File: config.mk
export PLATFORM = sky130hd
export DESIGN_NAME = touch_position_median_filter
export DESIGN_NICKNAME = d
export VERILOG_FILES = /design/src/hw/rtl/tpmf_pkg.sv /design/src/hw/rtl/tpmf_ctrl.sv /design/src/hw/rtl/tpmf_dp.sv /design/src/hw/rtl/touch_position_median_filter.sv
export SDC_FILE = /design/constraint.sdc
export NUM_CORES = 1
export LEC_CHECK = 0
export ABC_AREA = 0
export BUFFER_PORTS_ARGS = -buffer_cell sky130_fd_sc_hd__buf_2
export CAP_MARGIN = 20
export CELL_PAD_IN_SITES_DETAIL_PLACEMENT = 1
export CELL_PAD_IN_SITES_GLOBAL_PLACEMENT = 2
export CORE_MARGIN = 2
export CORE_UTILIZATION = 44
export DETAILED_ROUTE_END_ITERATION = 8
export PLACE_DENSITY = 0.83
export SYNTH_ARGS = -nofsm -noshare
export SYNTH_HDL_FRONTEND = slang
export SYNTH_SLANG_ARGS = --single-unit
File: constraint.sdc
create_clock -name clk -period 10.2 [get_ports clk]
set_input_delay 0.51 -clock clk [delete_from_list [all_inputs] [get_ports clk]]
set_output_delay 0.51 -clock clk [all_outputs]
set_load 0.02 [all_outputs]
File: src/hw/rtl/tpmf_pkg.sv
// Shared widths, register indexes, reset values and controller/datapath interface types.
`timescale 1ns / 1ps
`default_nettype none

package tpmf_pkg;

  // Field widths
  localparam int unsigned SAMPLE_W   = 10;
  localparam int unsigned SIZE_W     = 16;
  localparam int unsigned POS_W      = 16;
  localparam int unsigned REC_W      = 32;
  localparam int unsigned CFG_IDX_W  = 3;
  localparam int unsigned CFG_DATA_W = 16;

  // Configuration register indexes
  localparam logic [CFG_IDX_W-1:0] REG_THRESH = 3'd0;
  localparam logic [CFG_IDX_W-1:0] REG_LEFT   = 3'd1;
  localparam logic [CFG_IDX_W-1:0] REG_RIGHT  = 3'd2;
  localparam logic [CFG_IDX_W-1:0] REG_TOP    = 3'd3;
  localparam logic [CFG_IDX_W-1:0] REG_BOTTOM = 3'd4;
  localparam logic [CFG_IDX_W-1:0] REG_WIDTH  = 3'd5;
  localparam logic [CFG_IDX_W-1:0] REG_HEIGHT = 3'd6;

  // Configuration reset values
  localparam logic [SAMPLE_W-1:0] RST_THRESH = 10'd3;
  localparam logic [SAMPLE_W-1:0] RST_LEFT   = 10'd957;
  localparam logic [SAMPLE_W-1:0] RST_RIGHT  = 10'd54;
  localparam logic [SAMPLE_W-1:0] RST_TOP    = 10'd936;
  localparam logic [SAMPLE_W-1:0] RST_BOTTOM = 10'd92;
  localparam logic [SIZE_W-1:0]   RST_WIDTH  = 16'd18750;
  localparam logic [SIZE_W-1:0]   RST_HEIGHT = 16'd14100;

  // Serial divider: dividend is size * |offset| + |span|, at most 28 bits
  localparam int unsigned DIV_W     = 28;
  localparam int unsigned DIV_STEPS = 28;
  localparam int unsigned DIV_CNT_W = 5;

  // Saturation limits
  localparam logic [POS_W-1:0] POS_MAX = 16'h7fff;
  localparam logic [POS_W-1:0] POS_MIN = 16'h8000;

  // Commands from controller to datapath
  typedef struct packed {
    logic load_window;  // write accepted word into window
    logic eval;         // register vote and medians
    logic setup;        // register span and offset magnitudes for current axis
    logic mul;          // load dividend
    logic div_step;     // one restoring division step
    logic finish;       // apply sign, saturate and store current axis
    logic emit;         // load output register
    logic axis;         // 0: physical X, 1: physical Y
  } dp_cmd_t;

  // Status from datapath to controller
  typedef struct packed {
    logic last_slot;
    logic vote_pass;
    logic out_free;
  } dp_stat_t;

endpackage

`default_nettype wire

File: src/hw/rtl/tpmf_ctrl.sv
// Sequencer for window collection, vote, two-axis mapping and record output.
`timescale 1ns / 1ps
`default_nettype none

module tpmf_ctrl (
  input  wire logic               clk,
  input  wire logic               rst,
  input  wire logic               in_valid,
  output logic                    in_ready,
  output tpmf_pkg::dp_cmd_t       cmd,
  input  wire tpmf_pkg::dp_stat_t stat
);
  import tpmf_pkg::*;

  localparam logic [2:0] S_COLLECT = 3'd0;
  localparam logic [2:0] S_EVAL    = 3'd1;
  localparam logic [2:0] S_SETUP   = 3'd2;
  localparam logic [2:0] S_MUL     = 3'd3;
  localparam logic [2:0] S_DIV     = 3'd4;
  localparam logic [2:0] S_FIN     = 3'd5;
  localparam logic [2:0] S_EMIT    = 3'd6;

  logic [2:0]           state;
  logic [2:0]           state_next;
  logic                 axis;
  logic                 axis_next;
  logic [DIV_CNT_W-1:0] div_cnt;
  logic [DIV_CNT_W-1:0] div_cnt_next;

  // Next state and command decode
  always_comb begin
    state_next   = state;
    axis_next    = axis;
    div_cnt_next = div_cnt;
    cmd          = '0;
    cmd.axis     = axis;
    in_ready     = 1'b0;
    case (state)
      S_COLLECT: begin
        in_ready        = 1'b1;
        cmd.load_window = in_valid;
        if (in_valid && stat.last_slot) begin
          state_next = S_EVAL;
        end
      end
      S_EVAL: begin
        cmd.eval   = 1'b1;
        axis_next  = 1'b0;
        state_next = S_SETUP;
      end
      S_SETUP: begin
        if (stat.vote_pass) begin
          cmd.setup  = 1'b1;
          state_next = S_MUL;
        end else begin
          state_next = S_EMIT;
        end
      end
      S_MUL: begin
        cmd.mul      = 1'b1;
        div_cnt_next = '0;
        state_next   = S_DIV;
      end
      S_DIV: begin
        cmd.div_step = 1'b1;
        div_cnt_next = div_cnt + 1'b1;
        if (div_cnt == DIV_CNT_W'(DIV_STEPS - 1)) begin
          state_next = S_FIN;
        end
      end
      S_FIN: begin
        cmd.finish = 1'b1;
        if (axis) begin
          state_next = S_EMIT;
        end else begin
          axis_next  = 1'b1;
          state_next = S_SETUP;
        end
      end
      S_EMIT: begin
        if (stat.out_free) begin
          cmd.emit   = 1'b1;
          state_next = S_COLLECT;
        end
      end
      default: begin
        state_next = S_COLLECT;
      end
    endcase
  end

  // Hold state, axis and step count
  always_ff @(posedge clk) begin
    if (rst) begin
      state   <= S_COLLECT;
      axis    <= 1'b0;
      div_cnt <= '0;
    end else begin
      state   <= state_next;
      axis    <= axis_next;
      div_cnt <= div_cnt_next;
    end
  end

endmodule

`default_nettype wire

File: src/hw/rtl/tpmf_dp.sv
// Datapath: configuration, sample window, vote, medians, mapping divider and output register.
`timescale 1ns / 1ps
`default_nettype none

module tpmf_dp #(
  parameter int unsigned WINDOW = 3
) (
  input  wire logic                                clk,
  input  wire logic                                rst,
  input  wire tpmf_pkg::dp_cmd_t                   cmd,
  output tpmf_pkg::dp_stat_t                       stat,
  input  wire logic [tpmf_pkg::SAMPLE_W-1:0]       sample_x,
  input  wire logic [tpmf_pkg::SAMPLE_W-1:0]       sample_y,
  input  wire logic [tpmf_pkg::SAMPLE_W-1:0]       pressure,
  input  wire logic                                cfg_write,
  input  wire logic [tpmf_pkg::CFG_IDX_W-1:0]      cfg_index,
  input  wire logic [tpmf_pkg::CFG_DATA_W-1:0]     cfg_data,
  input  wire logic                                out_ready,
  output logic                                     out_valid,
  output logic [tpmf_pkg::REC_W-1:0]               record_number,
  output logic signed [tpmf_pkg::POS_W-1:0]        pos_x_centi,
  output logic signed [tpmf_pkg::POS_W-1:0]        pos_y_centi,
  output logic                                     position_valid
);
  import tpmf_pkg::*;

  localparam int unsigned SLOT_W = (WINDOW > 1) ? $clog2(WINDOW) : 1;
  localparam int unsigned CNT_W  = $clog2(WINDOW + 1);
  localparam int unsigned MID    = WINDOW / 2;
  localparam logic [SLOT_W-1:0] LAST_SLOT = SLOT_W'(WINDOW - 1);

  // Configuration registers
  logic [SAMPLE_W-1:0] thresh;
  logic [SAMPLE_W-1:0] edge_left;
  logic [SAMPLE_W-1:0] edge_right;
  logic [SAMPLE_W-1:0] edge_top;
  logic [SAMPLE_W-1:0] edge_bottom;
  logic [SIZE_W-1:0]   plate_width;
  logic [SIZE_W-1:0]   plate_height;

  // Window
  logic [SAMPLE_W-1:0] x_win [WINDOW];
  logic [SAMPLE_W-1:0] y_win [WINDOW];
  logic [WINDOW-1:0]   marks;
  logic [SLOT_W-1:0]   slot;

  // Vote and medians
  logic [CNT_W-1:0]    rank_x [WINDOW];
  logic [CNT_W-1:0]    rank_y [WINDOW];
  logic [CNT_W-1:0]    vote_cnt;
  logic                vote_c;
  logic [SAMPLE_W-1:0] med_x_c;
  logic [SAMPLE_W-1:0] med_y_c;
  logic [SAMPLE_W-1:0] med_x;
  logic [SAMPLE_W-1:0] med_y;
  logic                vote_pass;

  // Mapping
  logic [SAMPLE_W-1:0]   sel_m;
  logic [SAMPLE_W-1:0]   sel_lo;
  logic [SAMPLE_W-1:0]   sel_hi;
  logic [SIZE_W-1:0]     sel_size;
  logic signed [10:0]    span_c;
  logic signed [11:0]    offs_c;
  logic [10:0]           span_neg;
  logic [11:0]           offs_neg;
  logic [9:0]            abs_s_c;
  logic [10:0]           abs_d_c;
  logic [9:0]            abs_s;
  logic [10:0]           abs_d;
  logic                  neg_q;
  logic                  zero_span;
  logic [10:0]           divisor;
  logic [10:0]           rem;
  logic [DIV_W-1:0]      quo;
  logic [12:0]           trial;
  logic [POS_W-1:0]      pos_c;
  logic signed [POS_W-1:0] held_x;
  logic signed [POS_W-1:0] held_y;
  logic [REC_W-1:0]      rec_count;

  // Configuration writes
  always_ff @(posedge clk) begin
    if (rst) begin
      thresh       <= RST_THRESH;
      edge_left    <= RST_LEFT;
      edge_right   <= RST_RIGHT;
      edge_top     <= RST_TOP;
      edge_bottom  <= RST_BOTTOM;
      plate_width  <= RST_WIDTH;
      plate_height <= RST_HEIGHT;
    end else if (cfg_write) begin
      case (cfg_index)
        REG_THRESH: thresh       <= cfg_data[SAMPLE_W-1:0];
        REG_LEFT:   edge_left    <= cfg_data[SAMPLE_W-1:0];
        REG_RIGHT:  edge_right   <= cfg_data[SAMPLE_W-1:0];
        REG_TOP:    edge_top     <= cfg_data[SAMPLE_W-1:0];
        REG_BOTTOM: edge_bottom  <= cfg_data[SAMPLE_W-1:0];
        REG_WIDTH:  plate_width  <= cfg_data;
        REG_HEIGHT: plate_height <= cfg_data;
        default: begin
        end
      endcase
    end
  end

  // Store accepted word into its window slot
  always_ff @(posedge clk) begin
    if (cmd.load_window) begin
      for (int i = 0; i < WINDOW; i++) begin
        if (slot == SLOT_W'(i)) begin
          x_win[i] <= sample_x;
          y_win[i] <= sample_y;
          marks[i] <= (pressure > thresh);
        end
      end
    end
  end

  // Advance slot, wrap after the last one
  always_ff @(posedge clk) begin
    if (rst) begin
      slot <= '0;
    end else if (cmd.load_window) begin
      slot <= (slot == LAST_SLOT) ? '0 : slot + 1'b1;
    end
  end

  // Rank each entry (ties broken by slot order), pick the middle one; count marks for the vote
  always_comb begin
    med_x_c = '0;
    med_y_c = '0;
    for (int i = 0; i < WINDOW; i++) begin
      rank_x[i] = '0;
      rank_y[i] = '0;
      for (int j = 0; j < WINDOW; j++) begin
        if (x_win[j] < x_win[i] || (x_win[j] == x_win[i] && j < i)) begin
          rank_x[i] = rank_x[i] + 1'b1;
        end
        if (y_win[j] < y_win[i] || (y_win[j] == y_win[i] && j < i)) begin
          rank_y[i] = rank_y[i] + 1'b1;
        end
      end
      if (rank_x[i] == CNT_W'(MID)) begin
        med_x_c = med_x_c | x_win[i];
      end
      if (rank_y[i] == CNT_W'(MID)) begin
        med_y_c = med_y_c | y_win[i];
      end
    end
    vote_cnt = CNT_W'($countones(marks));
    vote_c   = ({1'b0, vote_cnt, 1'b0} > (CNT_W + 2)'(WINDOW));
  end

  // Hold vote and medians for the mapping steps
  always_ff @(posedge clk) begin
    if (rst) begin
      vote_pass <= 1'b0;
    end else if (cmd.eval) begin
      vote_pass <= vote_c;
    end
  end

  always_ff @(posedge clk) begin
    if (cmd.eval) begin
      med_x <= med_x_c;
      med_y <= med_y_c;
    end
  end

  // Axis select: physical X from median Y, physical Y from median X
  always_comb begin
    sel_m    = cmd.axis ? med_x        : med_y;
    sel_lo   = cmd.axis ? edge_bottom  : edge_left;
    sel_hi   = cmd.axis ? edge_top     : edge_right;
    sel_size = cmd.axis ? plate_height : plate_width;
    span_c   = $signed({1'b0, sel_hi}) - $signed({1'b0, sel_lo});
    offs_c   = $signed({2'b00, sel_lo}) + $signed({2'b00, sel_hi})
             - $signed({1'b0, sel_m, 1'b0});
    span_neg = -span_c;
    offs_neg = -offs_c;
    abs_s_c  = span_c[10] ? span_neg[9:0] : span_c[9:0];
    abs_d_c  = offs_c[11] ? offs_neg[10:0] : offs_c[10:0];
  end

  // Divide by 2*|span|; rounding folds into dividend + |span|
  assign divisor = {abs_s, 1'b0};
  assign trial   = {1'b0, rem, quo[DIV_W-1]} - {2'b00, divisor};

  always_ff @(posedge clk) begin
    if (cmd.setup) begin
      abs_s     <= abs_s_c;
      abs_d     <= abs_d_c;
      neg_q     <= span_c[10] ^ offs_c[11];
      zero_span <= (span_c == '0);
    end
    if (cmd.mul) begin
      quo <= DIV_W'(sel_size) * DIV_W'(abs_d) + DIV_W'(abs_s);
      rem <= '0;
    end else if (cmd.div_step) begin
      if (!trial[12]) begin
        rem <= trial[10:0];
        quo <= {quo[DIV_W-2:0], 1'b1};
      end else begin
        rem <= {rem[9:0], quo[DIV_W-1]};
        quo <= {quo[DIV_W-2:0], 1'b0};
      end
    end
  end

  // Apply sign and saturate; a zero span gives zero
  always_comb begin
    if (zero_span) begin
      pos_c = '0;
    end else if (neg_q) begin
      pos_c = (quo > DIV_W'(32768)) ? POS_MIN : -quo[POS_W-1:0];
    end else begin
      pos_c = (quo > DIV_W'(32767)) ? POS_MAX : quo[POS_W-1:0];
    end
  end

  // Keep last position per axis
  always_ff @(posedge clk) begin
    if (rst) begin
      held_x <= '0;
      held_y <= '0;
    end else if (cmd.finish) begin
      if (cmd.axis) begin
        held_y <= $signed(pos_c);
      end else begin
        held_x <= $signed(pos_c);
      end
    end
  end

  // Output register and record counter
  always_ff @(posedge clk) begin
    if (rst) begin
      out_valid <= 1'b0;
      rec_count <= '0;
    end else if (cmd.emit) begin
      out_valid <= 1'b1;
      rec_count <= rec_count + 1'b1;
    end else if (out_ready) begin
      out_valid <= 1'b0;
    end
  end

  always_ff @(posedge clk) begin
    if (cmd.emit) begin
      record_number  <= rec_count;
      pos_x_centi    <= held_x;
      pos_y_centi    <= held_y;
      position_valid <= vote_pass;
    end
  end

  assign stat.last_slot = (slot == LAST_SLOT);
  assign stat.vote_pass = vote_pass;
  assign stat.out_free  = !out_valid || out_ready;

endmodule

`default_nettype wire

File: src/hw/rtl/touch_position_median_filter.sv
// Touch position median filter top level: controller plus datapath.
// Output: one record after every WINDOW accepted words. A failed vote skips mapping and goes
// from vote to record load; a passed vote first runs the 28-step serial divider once
// per axis (setup, multiply, 28 steps, finish each). The load waits for a free output register.
// Throughput: one word per cycle while a window fills; none is taken again until the record loads.
// Reset: synchronous; clears configuration to defaults, window fill, held position, counter.
`timescale 1ns / 1ps
`default_nettype none

module touch_position_median_filter #(
  parameter int unsigned WINDOW = 3
) (
  input  wire logic                                clk,
  input  wire logic                                rst,
  input  wire logic                                in_valid,
  output logic                                     in_ready,
  input  wire logic [tpmf_pkg::SAMPLE_W-1:0]       sample_x,
  input  wire logic [tpmf_pkg::SAMPLE_W-1:0]       sample_y,
  input  wire logic [tpmf_pkg::SAMPLE_W-1:0]       pressure,
  input  wire logic                                cfg_write,
  input  wire logic [tpmf_pkg::CFG_IDX_W-1:0]      cfg_index,
  input  wire logic [tpmf_pkg::CFG_DATA_W-1:0]     cfg_data,
  output logic                                     out_valid,
  input  wire logic                                out_ready,
  output logic [tpmf_pkg::REC_W-1:0]               record_number,
  output logic signed [tpmf_pkg::POS_W-1:0]        pos_x_centi,
  output logic signed [tpmf_pkg::POS_W-1:0]        pos_y_centi,
  output logic                                     position_valid
);
  import tpmf_pkg::*;

  dp_cmd_t  cmd;
  dp_stat_t stat;

  tpmf_ctrl u_ctrl (
    .clk      (clk),
    .rst      (rst),
    .in_valid (in_valid),
    .in_ready (in_ready),
    .cmd      (cmd),
    .stat     (stat)
  );

  tpmf_dp #(
    .WINDOW (WINDOW)
  ) u_dp (
    .clk            (clk),
    .rst            (rst),
    .cmd            (cmd),
    .stat           (stat),
    .sample_x       (sample_x),
    .sample_y       (sample_y),
    .pressure       (pressure),
    .cfg_write      (cfg_write),
    .cfg_index      (cfg_index),
    .cfg_data       (cfg_data),
    .out_ready      (out_ready),
    .out_valid      (out_valid),
    .record_number  (record_number),
    .pos_x_centi    (pos_x_centi),
    .pos_y_centi    (pos_y_centi),
    .position_valid (position_valid)
  );

  // At most one datapath operation per cycle
  a_one_cmd: assert property (@(posedge clk) disable iff (rst)
    $onehot0({cmd.load_window, cmd.eval, cmd.setup, cmd.mul, cmd.div_step,
              cmd.finish, cmd.emit}))
    else $error("overlapping datapath commands");

  // A record is loaded only into a free output register and then shows
  a_emit_free: assert property (@(posedge clk) disable iff (rst)
    cmd.emit |-> stat.out_free ##1 out_valid)
    else $error("record loaded into busy output register");

  // New output word appears only after a load
  a_valid_src: assert property (@(posedge clk) disable iff (rst)
    $rose(out_valid) |-> $past(cmd.emit))
    else $error("output valid without record load");

endmodule

`default_nettype wire

**Word-level counts from Yosys, hierarchy flattened**

Memories as Yosys holds them, arrays and structs flattened.
Cells that the tools add are included.

- Memories kept: 2
- Register bits: 309
- RAM bits: 60
- Bits in latches: 0
- Bits in read-only memories: 0
- Output and inout port bits: 67

Memories:

| memory | words | width | rd ports | clocked after memory_dff | wr ports | line | source |
|---|---|---|---|---|---|---|---|
| u_dp.x_win | 3 | 10 | 3 | 0 | 1 | tpmf_dp.sv:42 | `logic [SAMPLE_W-1:0] x_win [WINDOW];` |
| u_dp.y_win | 3 | 10 | 3 | 0 | 1 | tpmf_dp.sv:43 | `logic [SAMPLE_W-1:0] y_win [WINDOW];` |

- Magnitude comparators: 22
- Bitwise operators: 6
- Muxes and demuxes: 80
- Add/subtract/negate cells: 25
- Divide/modulo/power cells: 0
- Multiply operators: 1
- Equal/unequal tests: 30
- Reduce and logical (&&, ||, !) cells: 34
- Shift operators: 0

Operators by type and width:

| cell | number |
|---|---|
| $lt 10x10->1 | 18 |
| $mux 10 | 14 |
| $mux 16 | 5 |
| $eq 10x10->1 | 6 |
| $mux 28 | 2 |
| $or 10x10->10 | 4 |
| $reduce_or 10->1 | 4 |
| $mux 2 | 17 |
| $add 32x1->32 const B | 1 |
| $mux 1 | 32 |
| $add 27x10->28 | 1 |
| $gt 28x15->1 const B | 1 |
| $gt 28x16->1 const B | 1 |
| $mul 16x11->27 | 1 |
| $reduce_and 2->1 | 12 |
| $mux 11 | 2 |
| $pmux 3 s7 | 1 |
| $eq 3x3->1 const B | 6 |
| $neg 16->16 | 1 |
| $mux 3 | 5 |
| $add 2x1->2 const B | 7 |
| $eq 2x1->1 const B | 7 |
| $sub 12x11->13 | 1 |
| $add 1x1->2 const B | 6 |
| other kinds (28) | 43 |

**Depth between registers and ports, before layout**

An unclocked memory read counts as a cell.

- Word-level depth: 13
- Gate-level depth with buffers: 25
- Mapped depth without buffers: 21

**Modules after synthesis**

From an unflattened synthesis, not the netlist that was laid out.

- Cells, all modules: 2415
- Area total of the unflattened synthesis: 23973.0 µm²

Modules (own cells, without submodules):

| module | area each (µm²) | cells each | seq. area each (µm²) | times used |
|---|---|---|---|---|
| tpmf_dp | 23461.3 | 2349 | 9168.8 | 1 |
| tpmf_ctrl | 511.7 | 66 | 180.2 | 1 |

**Worst setup path after synthesis**

Ideal clock, no wire load.

- Path type: reg-to-reg
- Start point: register u_ctrl.axis
- End point: register u_dp.quo[26], data pin
- Clock period less this slack: 6.362 ns
- Stages on the path, launching flop included: 23
- Setup time: 0.265 ns
- Setup slack: 3.838 ns
- Data arrival time: 6.097 ns
- Data required time: 9.935 ns
- Cells stage by stage: dfxtp_1 clkbuf_1 clkbuf_1 mux2_2 clkbuf_1 and2_1 fa_1 fa_1 fa_1 fa_1 inv_1 fa_1 inv_1 ha_1 buf_6 a21o_1 a21o_1 a21oi_2 o211ai_1 a311oi_2 o21ai_1 nor4bb_1 or3_1

- Cells in the longest elaborated chain, start to end: 4

Ends and longest elaborated chain:

| what | line | source |
|---|---|---|
| from (decl) | tpmf_ctrl.sv:25 | `logic axis;` |
| from (signal assigned) | tpmf_ctrl.sv:100 | `axis <= axis_next;` |
| $mux 16 | tpmf_dp.sv:176 | `sel_size = cmd.axis ? plate_height : plate_width;` |
| $mul 16x11->27 | tpmf_dp.sv:198 | `quo <= DIV_W'(sel_size) * DIV_W'(abs_d) + DIV_W'(abs_s);` |
| $add 27x10->28 | tpmf_dp.sv:198 |  |
| $mux 28 | tpmf_dp.sv:197 | `if (cmd.mul) begin` |
| to (signal assigned) | tpmf_dp.sv:198 |  |
| to (signal assigned) | tpmf_dp.sv:203 | `quo <= {quo[DIV_W-2:0], 1'b1};` |
| to (signal assigned) | tpmf_dp.sv:206 | `quo <= {quo[DIV_W-2:0], 1'b0};` |
| to (decl) | tpmf_dp.sv:75 | `logic [DIV_W-1:0] quo;` |

No other way between the ends.
A chain may end at the register's enable or synchronous reset.

**Final worst setup path**

Same ends and word-level chain as after synthesis.

==> results.toml <==
[clock_tree]
cts-root-buf = "clkbuf_16"
htree_levels = 2
cts_setup_buffers = 0
cts_tree = "built"
ctsLongestPathBuffers = 3
clkTransAtPathRegs_ps = 60
clkSinkCount = 368
cts_resized = 0
insertion_delay_ps = 580
cts_hold_buffers = 0
numCtsBuffers = 42

[drt]
drt-pass1-iter-count = 5
postRouteAntennaNets = 0
vias_per_cell = 5.40
drt-total-wl_um = 62400
drc = 0
detail_route.iter0.violations = 938
wl_per_cell_um = 19.0
num_vias = 17700

[setup_path]
cpPeakStageDelay_ps = 620
slowest_stage = "dfxtp_2"
arrival_ps = 6910
cp_cell_sequence = "buf_4, mux2_2, nand2_1, fa_1, inv_1, fa_1, fa_1, fa_1, inv_1, fa_1, inv_1, ha_1, a21o_1, a21oi_2, o211ai_1, a311oi_2, o21ai_1, nor4bb_1, or3_1"
r2r_start = "u_ctrl.axis$_SDFFE_PP0P_"
worst-r2r-setup-slack_ps = 3620
critPathCapture = "u_dp.quo[26]$_DFFE_PP_"
critical_path_class = "flip-flop to flip-flop"
cp_common_cell = "fa_1"
end_kind = "flip-flop"
reg2reg_depth = 19
startpoint_type = "flip-flop"
path_max_fanout = 33
worstPathRequired_ps = 10530
r2r_end = "u_dp.quo[26]$_DFFE_PP_"
crit_path_start = "u_ctrl.axis$_SDFFE_PP0P_"

[cells_and_area]
drive_gt1_share_pct = 10.2
nFillCells = 6011
nNetsFinal = 2935
final_area_um2 = 26500
final_common_cell = "nand2_1"
regArea_um2 = 9350
final_cell_mix = "nand2_1 (394), inv_1 (306), edfxtp_1 (198)"
area_delta_synth_final_pct = 11.3
multi_input_area_um2 = 13000

[logic_synthesis]
syn_area_per_cell_um2 = 9.71
ys_async_sr_fraction_pct = 0
netlist_instances = 2455
synth_top_cells_by_area = "edfxtp_1 (25%), dfxtp_1 (14%), fa_1 (12%)"
synthFlopType = "edfxtp_1"
yosysWarnings = 0
syn_nets = 2837
synth_seq_cells = 368
syn_area_um2 = 23800
synth_cell_types = 73
synth_top_area_share_pct = 24.9
synth_edf_count = 198
post-synth-top-area-cell = "edfxtp_1"
ys_seq_area_share_pct = 39.2

[timing]
clock_skew_ps = 22.2
finalHoldViolCount = 0
rsz0062_at_grt = "false"
finalCritPeriodShare_pct = 64.5
drv_slew = 0
max_freq_mhz = 152
finalSetupViolations = 0
fin_setup_tns_ps = 0
period_minus_slack_ps = 6580
relSlewSlack_pct = 27.5
tightest_slew_ps = 1080

[grt]
grt_usage_pct = 22.7
grt_overflow = 0
grt_max_degree = 104
grt_pass1_wl_um = 102000
antenna_found_initial = 2
grt_pass1_vias = 19200

[placement]
portBuffers = 120
dpl_cell_area_um2 = 25100
gp_congestion = 0.831
dp_hpwl_um = 47900

[floorplan]
die_x_um = 237
die_area_um2 = 56100
io_pins = 121
start_util_pct = 44.4
core_area_um2 = 53700
num_rows = 85
chipHeight_um = 237

[pwr]
max-vdd-ir-drop_uv = 198
leakagePower_nw = 11.2
power_mw = 6.99
power_density_nw_per_um2 = 264

[run_status]
status = "finished, final reports clean"

[min_path]
hold_class = "primary input to flip-flop"

[job]
max-cap-violations = 0
## layer usage
layer	track usage [%]	part of all wire [%]	up-vias
met2	39.1	49	255
met1	29.8	45	8936
met3	2.90	3.2	97
met4	7.02	2.6	0
met5	0	0	-
li1	-	-	8458
## layout make-up
type	instances	share of cell area [%]
diodes	3	0.0283
clock buffers	63	4.68
clock inverters	13	0.425
inverters	306	4.33
multi-input cells	1696	49.1
flip-flops and latches	368	35.3
well taps	696	3.28
repair buffers	139	2.88
## synthesized netlist by cell type (5+ instances only)
master and instances:
a21o_1 29, nor3_1 28, a211o_1 6, nor4_1 10, clkbuf_1 74, a222oi_1 10, nand2b_1 14, a31oi_1 13
or3_1 10, o221ai_1 5, xnor2_1 44, nor2_1 118, and3_1 11, mux2i_1 32, inv_1 306, a22o_1 12
and2_1 79, dfxtp_1 170, nand3b_1 43, mux2_2 33, o21a_1 10, nor2b_1 25, o21ai_0 101, o211ai_1 5
fa_1 147, buf_1 5, nand3_1 38, a21oi_1 137, or2_2 5, a211oi_1 11, o31ai_1 5, ha_1 181
nor3b_1 7, nand4_1 21, nand2_1 394, edfxtp_1 198, a22oi_1 11, xor2_1 46
## worst min path at each step
stage,to,startpoint,cells past startpoint
2_1_floorplan,u_dp.pos_x_centi[12]$_DFFE_PP_,u_dp.held_x[12]$_SDFFE_PP0P_,0
3_3_place_gp,u_dp.pos_y_centi[0]$_DFFE_PP_,u_dp.held_y[0]$_SDFFE_PP0P_,0
3_5_place_dp,u_dp.pos_y_centi[6]$_DFFE_PP_,u_dp.held_y[6]$_SDFFE_PP0P_,0
4_1_cts,u_dp.x_win[0][22]$_DFFE_PP_,sample_x[2],1
5_1_grt,u_dp.x_win[0][12]$_DFFE_PP_,sample_x[2],1
6_report,u_dp.y_win[0][0]$_DFFE_PP_,sample_y[0],1
## cell families (layout without fill, tap and decap cells)
group                      after synthesis  after routing  share of synthesized area, %
AOI/OAI and AO/OA                      390            390                          10.1
xor gates and xnor gates                90             90                          3.31
adders and majority gates              328            328                          21.8
buffers and inverters                  391            521                          6.24
DFF                                    368            368                          39.2
muxes                                   65             65                          2.90
other                                    0              3                             0
and+or+nand+nor                        823            823                          16.4
## worst max-delay path: cells and delay by family (launching register included)
kind	cells	cell delay, ps
buffers and inverters	4	700
multiplexers	1	430
AND/OR/NAND/NOR	3	620
flip-flops	1	620
adder cells (fa/ha/maj)	6	2920
AO/OA/AOI/OAI	5	1000
## where the power goes
group          switching, mW  leakage (nW)  internal, mW
Clock                  0.629         0.662         0.848
Combinational           2.16          7.45          1.38
Sequential             0.152          3.12          1.82
## through the flow
step / hold WS (ps) / setup WS, ps / util (%) / std cells
after global routing: 118 / 3300 / 49.4 / 3283
after CTS: 113 / 3580 / 49.3 / 3279
after global placement: 417 / 3760 / 46.8 / 3201
after floorplan: 403 / 3840 / - / 2455
final: 144 / 3620 / 49.4 / 3284
after detailed placement: 420 / 3590 / 46.8 / 3203
## state kept, by name, indices dropped and copies added (netlist names), 10 cells and up
name and cells:
u_dp.edge_bottom 10, u_dp.y_win 30, u_dp.edge_top 10, u_dp.pos_x_centi 16, u_dp.edge_right 10, u_dp.abs_d 11
u_dp.rem 11, u_dp.plate_width 16, u_dp.held_y 16, u_dp.rec_count 32, u_dp.med_x 10, u_dp.thresh 10
u_dp.held_x 16, u_dp.quo 28, u_dp.pos_y_centi 16, u_dp.med_y 10, u_dp.x_win 30, u_dp.edge_left 10
u_dp.plate_height 16, u_dp.record_number 32
No activity file was read; power rests on OpenSTA's default activity.
